### src/rtl/core/etmm_ram.sv
module etmm_ram #(
   parameter int WIDTH = 32,
   parameter int DEPTH = 16
) (
   input  logic                     clock,
   input  logic                     wr_en,
   input  logic [$clog2(DEPTH)-1:0] wr_addr,
   input  logic [WIDTH-1:0]         wr_data,
   input  logic [$clog2(DEPTH)-1:0] rd_addr,
   output logic [WIDTH-1:0]         rd_data
);
   logic [WIDTH-1:0] mem [DEPTH];
   logic [WIDTH-1:0] rd_data_ff;

   always_ff @(posedge clock) begin
      if (wr_en) begin
         mem[wr_addr] <= wr_data;
      end
      rd_data_ff <= mem[rd_addr];
   end
   assign rd_data = rd_data_ff;
endmodule

### config.mk
export PLATFORM = sky130hd
export DESIGN_NAME = etmm_ram
export DESIGN_NICKNAME = d
export VERILOG_FILES = /design/src/rtl/core/etmm_ram.sv
export SDC_FILE = /design/constraint.sdc
export NUM_CORES = 1
export LEC_CHECK = 0
export BUFFER_PORTS_ARGS = -buffer_cell sky130_fd_sc_hd__buf_2
export CORE_AREA = 3 3 262 264
export DETAILED_ROUTE_END_ITERATION = 8
export DIE_AREA = 0 0 265 267
export PLACE_DENSITY_LB_ADDON = 0.15
export SLEW_MARGIN = 0
export SYNTH_ARGS = -nofsm -noshare
export SYNTH_HDL_FRONTEND = slang
export SYNTH_SLANG_ARGS = --single-unit
### constraint.sdc
create_clock -name clock -period 8.05 [get_ports clock]
set_clock_uncertainty 0.1 [all_clocks]
set_input_delay 0.805 -clock clock [delete_from_list [all_inputs] [get_ports clock]]
set_output_delay 0.805 -clock clock [all_outputs]
set_load 0.03 [all_outputs]
==> metrics.md <==
| Metric | Value |
|---|---|
| Vias in the first global route | `a little under 10000` |
| Distinct cells, synth | `18` |
| Post-Place Cells | `roughly 1800` |
| Synth top area share | `0.7744` |
| Hold Fails Final Rpt | `0` |
| Total wire length | `47.75 mm` |
| Worst-Skew Late Latency | `~600 ps` |
| Initial antenna violation count | `4` |
| First-pass GRT wire length | `just under 70 mm` |
| Setup TNS | `0 ps` |
| Post-synth top cells | `edfxtp_1, mux4_2, a22oi_1` |
| Crit-path max FO | `74` |
| Worst Setup End Kind | `flop` |
| Critical Path RT | `around 8400 ps` |
| Hold EP | `mem[0][11]` |
| Crit Path Class | `input port to flop` |
| Largest net degree at the start of global routing | `75` |
| Num ports | `74` |
| Simple logic cell fraction of the synthesized area | `0.01273` |
| Sequential element share of the synthesized area | `0.8067` |
| Detailed placer's ending HPWL | `about 22 mm` |
| Wirelength per Cell | `~26 um` |
| Cell Count, Final, Fillers Out | `between 1500 and 2000` |
| GP Congestion | `around 0.67` |
| Maximum root-to-sink buffer count | `3` |
| Cts repair resizes | `0` |
| Pwr dens | `between 200 and 300 nW/um2` |
| Initial Util | `0.2972` |
| Port Buffer Count | `73` |
| WP data arrival | `around 3100 ps` |
| Peak VDD IR | `0.1590 mV` |
| Worst r2r src | `mem[2][19]` |
| Status | `finished clean` |
| Antenna cells | `0` |
| Synth Area in Adders | `0` |
| FF-to-FF setup slack | `6650 ps` |
| Syn nets | `a little under 900` |
| Primary FF master, synth | `edfxtp_1` |
| Die area | `70760 um2` |
| Yosys warning total | `0` |
| Area Growth Syn to Fin | `16.78%` |
| CP startpoint | `rd_addr[0]` |
| Final Core Density | `0.3471` |
| Layout cells sized above 1 | `0.3236` |
| Std cell rows | `95` |
| Leak | `7.323 nW` |
| Syn avg cell area | `23.69 um2` |
| Core area | `66800 um2` |
| Total track usage | `0.1364` |
| Crit path time final | `roughly 2700 ps` |
| Hold Path Stages | `1` |
| # DRC | `0` |
| Total global routing overflow | `0` |
| Final setup viols | `0` |
| TritonRoute pass-1 iters | `4` |
| CTS tree | `yes` |
| Area contributors post-synth | `edfxtp_1, mux4_2, dfxtp_1` |
| Mapped Area | `19850 um2` |
| Post-CTS Setup Inserts | `0` |
| Worst rel slew slack | `0.3755` |
| Post-DR vias/cell | `around 4.8` |
| Via count | `~9000` |
| Fin crit share | `0.3350` |
| CTS Buf Count | `just under 60` |
| Die X | `between 200 and 300 um` |
| Startpoint types | `input port` |
| Mux cell area share after synthesis | `0.1452` |
| Reg clk slew, reported paths | `roughly 60 ps` |
| Post-CTS Hold Buffers | `0` |
| Post-synthesis compound-gate area fraction | `0.02420` |
| Post-synth EDFFs | `slightly above 500` |
| Cell count after synthesis | `approximately 840` |
| Maxcap violations | `0` |
| Num Clock Sinks | `~540` |
| Cell taking the most area after synthesis | `edfxtp_1` |
| Hold Path Origin | `wr_data[11]` |
| Reg2reg path depth | `3` |
| Worst Hold Class | `input port to flop` |
| H-tree depth | `2` |
| Layout Nets | `between 900 and 1000` |
| Chip height | `267 um` |
| Maximum clock frequency | `370.9 MHz` |
| Post-synthesis async set-or-reset flop share | `0` |
| CTS root buf | `clkbuf_16` |
| Worst-Margin Slew | `approximately 940 ps` |
| Post-Synth XOR/XNOR Area | `0` |
| Largest family of logic cells by synthesized area | `multiplexers` |
| Synthesized flop and latch total | `approximately 540` |
| Most numerous cell in the Yosys netlist | `edfxtp_1` |
| Power Total | `5.979 mW` |
| # fillers | `a little over 6000` |
| Reg2reg end | `rd_data[19]` |
| RSZ-0062 raised after global routing | `no` |
| DRT antenna net count | `0` |
| Initial DRC Count | `roughly 700` |
| Final Max Tran Viols | `0` |
==> kinds of logic (layout without fill, tap and decap cells) <==
logic type      Yosys count  after routing
buf+inv                  43            203
mux                     128            128
compound gates           64             64
simple gates             59             59
flops                   544            544
==> metrics by stage <==
step / hold slack (ps) / area [um2] / setup WS [ps]
finish: 475.0 / 23180 / 5354
global route: 450.3 / 23180 / 5099
global placement: 551.3 / 21410 / 4620
CTS: 436.2 / 23180 / 5263
floorplan: 534.9 / 19850 / 3965
detailed placement: 557.4 / 21410 / 4607
==> worst max-delay path by stage <==
stage | end | slack, ps | cells after the start
final | rd_data[20] | 5350 | 5
after global routing | rd_data[20] | 5100 | 5
after CTS | rd_data[20] | 5260 | 5
after detailed placement | rd_data[22] | 4610 | 5
after global placement | rd_data[22] | 4620 | 5
after floorplan | mem[0][0] | 3970 | 2
==> registers in the layout, summed over array words and instances, names as in the netlist <==
| name | cells |
|---|---|
| rd_data | 32 |
| mem | 512 |
==> layer usage <==
| layer | vias to the layer above | wire length (um) | global-route usage |
|---|---|---|---|
| met4 | 4 | 815 | 0.03591 |
| met2 | 209 | 23060 | 0.2233 |
| met3 | 70 | 2176 | 0.02507 |
| li1 | 3807 | - | - |
| met1 | 4836 | 21680 | 0.1887 |
| met5 | - | 24 | 0 |
==> critical path, stage by stage <==
cell and delay, ps:
buf_8 650, buf_4 690, mux4_2 580, a22oi_1 230
nand2_1 80
==> cells in the final DEF, fill, tap and decap left out <==
cell type,count
a22oi_1,64
and2_2,1
buf_2,71
buf_4,23
buf_6,1
buf_8,1
clkbuf_1,20
clkbuf_16,61
clkbuf_8,6
clkinv_1,9
clkinv_2,11
dfxtp_1,32
edfxtp_1,512
mux4_2,128
nand2_1,33
nand2b_1,2
nand3_1,1
nand3b_1,2
nor2_4,13
nor2b_4,2
nor3_2,4
or3b_2,1
==> area by class of cell <==
class	instances	area (um2)	share of cell area
clock inverters	20	88.84	0.003832
well taps	873	1092	0.04711
clock buffers	87	1684	0.07264
repair buffers	96	554.3	0.02391
multi-input cells	251	3750	0.1617
flip-flops and latches	544	16020	0.6908
==> power breakdown <==
group,internal (mW),switching (mW)
clock,1.43,1.05
sequential,3.17,0.0208
combinational,0.112,0.198
No activity file was read; power rests on OpenSTA's default activity.
