--- src/rtl/core/etmm_pkg.sv ---
package etmm_pkg;

   localparam int VAL_W = 32;
   localparam int GID_W = 24;

   // Store depths; the request port widths are sized for these.
   localparam int MAX_SHAPES = 8;
   localparam int MAX_NODES  = 16;

   typedef enum logic [1:0] {
      OP_LOAD_NODE  = 2'd0,
      OP_LOAD_TEST  = 2'd1,
      OP_LOAD_TRIAL = 2'd2,
      OP_COMPUTE    = 2'd3
   } opcode_type;

   typedef enum logic [3:0] {
      ST_IDLE,
      ST_RD,
      ST_MUL_JW,
      ST_MUL_SC,
      ST_TV0,
      ST_TV1,
      ST_TU0,
      ST_TU1,
      ST_MUL_T,
      ST_MUL_TU,
      ST_EMIT
   } state_type;

   // Requests to the shared multiplier
   typedef struct packed {
      logic signed [VAL_W-1:0] op_a;
      logic signed [VAL_W-1:0] op_b;
   } mul_req_type;

   function automatic logic signed [VAL_W-1:0] sat32(input logic signed [65:0] x);
      logic signed [65:0] max_v;
      logic signed [65:0] min_v;
      max_v = 66'sh0_7FFF_FFFF;
      min_v = -66'sh0_8000_0000;
      if (x > max_v) begin
         sat32 = 32'sh7FFF_FFFF;
      end else if (x < min_v) begin
         sat32 = 32'sh8000_0000;
      end else begin
         sat32 = x[VAL_W-1:0];
      end
   endfunction

endpackage

--- src/rtl/core/etmm_mul.sv ---
// Shared 32x32 signed multiplier, registered product.
module etmm_mul
   import etmm_pkg::*;
(
   input  logic                clock,
   input  mul_req_type         req,
   output logic signed [63:0]  prod
);
   logic signed [63:0] prod_ff;
   logic signed [63:0] prod_in;

   assign prod_in = 64'(req.op_a) * 64'(req.op_b);

   always_ff @(posedge clock) begin
      prod_ff <= prod_in;
   end
   assign prod = prod_ff;
endmodule

--- config.mk ---
export PLATFORM = sky130hd
export DESIGN_NAME = etmm_mul
export DESIGN_NICKNAME = d
export VERILOG_FILES = /design/src/rtl/core/etmm_pkg.sv /design/src/rtl/core/etmm_mul.sv
export SDC_FILE = /design/constraint.sdc
export NUM_CORES = 2
export LEC_CHECK = 0
export BUFFER_PORTS_ARGS = -buffer_cell sky130_fd_sc_hd__buf_4
export CORE_ASPECT_RATIO = 0.5
export CORE_UTILIZATION = 47
export CTS_CLUSTER_SIZE = 16
export DETAILED_ROUTE_END_ITERATION = 8
export REMOVE_ABC_BUFFERS = 1
export SETUP_SLACK_MARGIN = 0.5
export SLEW_MARGIN = 25
export SYNTH_ARGS = -nofsm -noshare
export SYNTH_HDL_FRONTEND = slang
export SYNTH_SLANG_ARGS = --single-unit
export TNS_END_PERCENT = 20
--- constraint.sdc ---
create_clock -name clock -period 12.5 [get_ports clock]
set_clock_uncertainty 0.05 [all_clocks]
set_input_delay 1.875 -clock clock [delete_from_list [all_inputs] [get_ports clock]]
set_output_delay 1.875 -clock clock [all_outputs]
set_load 0.05 [all_outputs]
==> impl_metrics.json <==
{
  "hold_viol_final": 0,
  "dp.cells": 4900,
  "cp-end-kind": "flip-flop",
  "cts_hold_repair.buffers": 0,
  "gp_congestion": 0.8674,
  "cts_tree": "built",
  "track_usage_pct": 24.29,
  "grt_max_degree": 33,
  "finalNetCount": 5206,
  "finalSetupViolations": 0,
  "ant_nets": 0,
  "yosys.area.top_type_share_pct": 57.55,
  "ctsRootBufferMaster": "clkbuf_16",
  "syn2layout_area_growth_pct": 4.647,
  "clock_path_buffers": 2,
  "htreeDepth": 3,
  "n_antenna_cell": 0,
  "avgSynthCellArea_um2": 9.531,
  "slew_viol_final": 0,
  "crit_start": "req[5]",
  "viasPerCell": 5.191,
  "cts_buffers": 9,
  "hold_slack_ns": 1.933,
  "async_reset_ff_share_pct": 0,
  "synthFlopType": "dfxtp_1",
  "drcViolationCount": 0,
  "period_needed_ns": 9.793,
  "die_w_um": 402.2,
  "hp-class": "primary input to flip-flop",
  "yosys.area.top_type": "fa_1",
  "clock-sinks": 64,
  "grt_pass1_wl_mm": 154.2,
  "synth.cells.most_frequent": "fa_1 (1082), inv_1 (949), nand2_1 (524)",
  "crit_type": "primary input to flip-flop",
  "grt_overflow": 0,
  "tns_ns": 0,
  "cp.arrival_ns": 9.97,
  "worstSetupStartpointType": "primary input",
  "fmaxAchievable_mhz": 102.1,
  "min_period_over_period_pct": 78.35,
  "cts_resized": 0,
  "start_util_pct": 48.08,
  "worst_slew_pin_slew_ns": 0.9489,
  "die_y_um": 202.1,
  "path_clk_slew_ns": 0.05,
  "dieArea_mm2": 0.08128,
  "largest_reg_flops": 64,
  "core-area_mm2": 0.07829,
  "post_cts_buffers": 0,
  "grt_pass1_vias": 28284,
  "port_buffers": 128,
  "layout-drive-gt1-share_pct": 4.667,
  "vias": 25507,
  "wirelength_mm": 93.17,
  "pin_count": 129,
  "grt_setup_unrepaired": "false",
  "critPathMaxFanout": 32,
  "antenna_found_initial": 4,
  "dr.pass1.iters": 5,
  "ys.warnings.count": 0,
  "synth_edf_count": 0,
  "first_iter_violations": 1377,
  "synth_area_mm2": 0.03764,
  "synth_most_common_cell": "fa_1",
  "synth_area_leaders": "fa_1 (58%), inv_1 (9.5%), and2_1 (8.5%)",
  "max_slew_margin_pct": 36.35,
  "cpMaxStageDelayCell": "fa_1",
  "ys_types": 70,
  "multiInputGateArea_mm2": 0.03197,
  "cpPeakStageDelay_ns": 0.84,
  "n_fill_cell": 7397,
  "dp.final_hpwl_mm": 77.36,
  "layout.cells.non_filler": 4914,
  "syn_inst": 3949,
  "rows": 72,
  "ys_ff_latch": 64,
  "critPathMostFrequentCell": "fa_1",
  "wl_per_cell_um": 18.96,
  "outcome": "completed",
  "synth.yosys.seq_area_share_pct": 3.404,
  "cp.required_ns": 12.67,
  "regArea_mm2": 0.001281,
  "hold_start": "req[0]",
  "maxCapViolCount": 0
}
-- kinds of logic after synthesis --
group / Yosys count / synth area share, %
and+or+nand+nor: 1178 / 15.71
DFF: 64 / 3.404
xor gates and xnor gates: 74 / 1.722
buffers and inverters: 1163 / 11.66
adders and majority gates: 1266 / 63.67
AOI/OAI and AO/OA: 204 / 3.843
-- critical path, delay by kind of cell --
kind / cells / cell delay [ns]
AOI/OAI and AO/OA: 4 / 0.76
xor gates and xnor gates: 1 / 0.13
adders and majority gates: 9 / 4.68
buffers and inverters: 8 / 1.50
and+or+nand+nor: 4 / 0.97
-- cell type report --
class | instances | share of cell area [%]
inverters | 949 | 9.044
flip-flops and latches | 64 | 3.253
clock inverters | 4 | 0.1779
well taps | 1036 | 3.291
clock buffers | 10 | 0.6068
multi-input cells | 2722 | 81.17
repair buffers | 129 | 2.459
-- placed cells by master (no fill, tap or decap), drive strengths merged, types with 3 or more instances in the layout --
cell type  instances
fa              1082
inv              948
nand2            526
and2             514
ha               184
buf              129
a21oi             68
dfxtp             64
nor2              61
xnor2             52
o21ai             42
a21o              33
xor2              22
nand3             18
nand2b            13
nand4             11
and3              11
clkbuf            10
nor2b              8
nor3               7
a211oi             7
o211ai             6
a31oi              6
o21bai             6
a211o              5
o21a               4
or3                3
a31o               3
clkinv             3
-- path summary, 6_finish.rpt --
kind	endpoint	slack [ns]	depth (start not counted)
worst max-delay path	prod[63]$_DFF_P_	2.71	26
worst min-delay path	prod[0]$_DFF_P_	1.93	2
-- metal layers --
| metal | track usage [%] | up-vias | part of all wire, % |
|---|---|---|---|
| li1 | - | 11089 | - |
| met1 | 33.27 | 13777 | 43 |
| met2 | 42.21 | 559 | 51 |
| met3 | 2.595 | 82 | 4.6 |
| met4 | 4.498 | 0 | 1.8 |
| met5 | 0 | - | 0 |
-- per-stage QoR --
stage	setup WS [ns]	utilization, %	instance area [um^2]
after CTS	2.789	50.31	39390
after floorplan	3.586	-	36810
after global routing	2.238	50.31	39390
after detailed placement	2.463	49.92	39080
after global placement	2.532	49.92	39080
final	2.707	50.31	39390
Power is left out: the tool's default activity adds up to more than one toggle a clock period on the data nets, which glitch-free logic cannot reach.
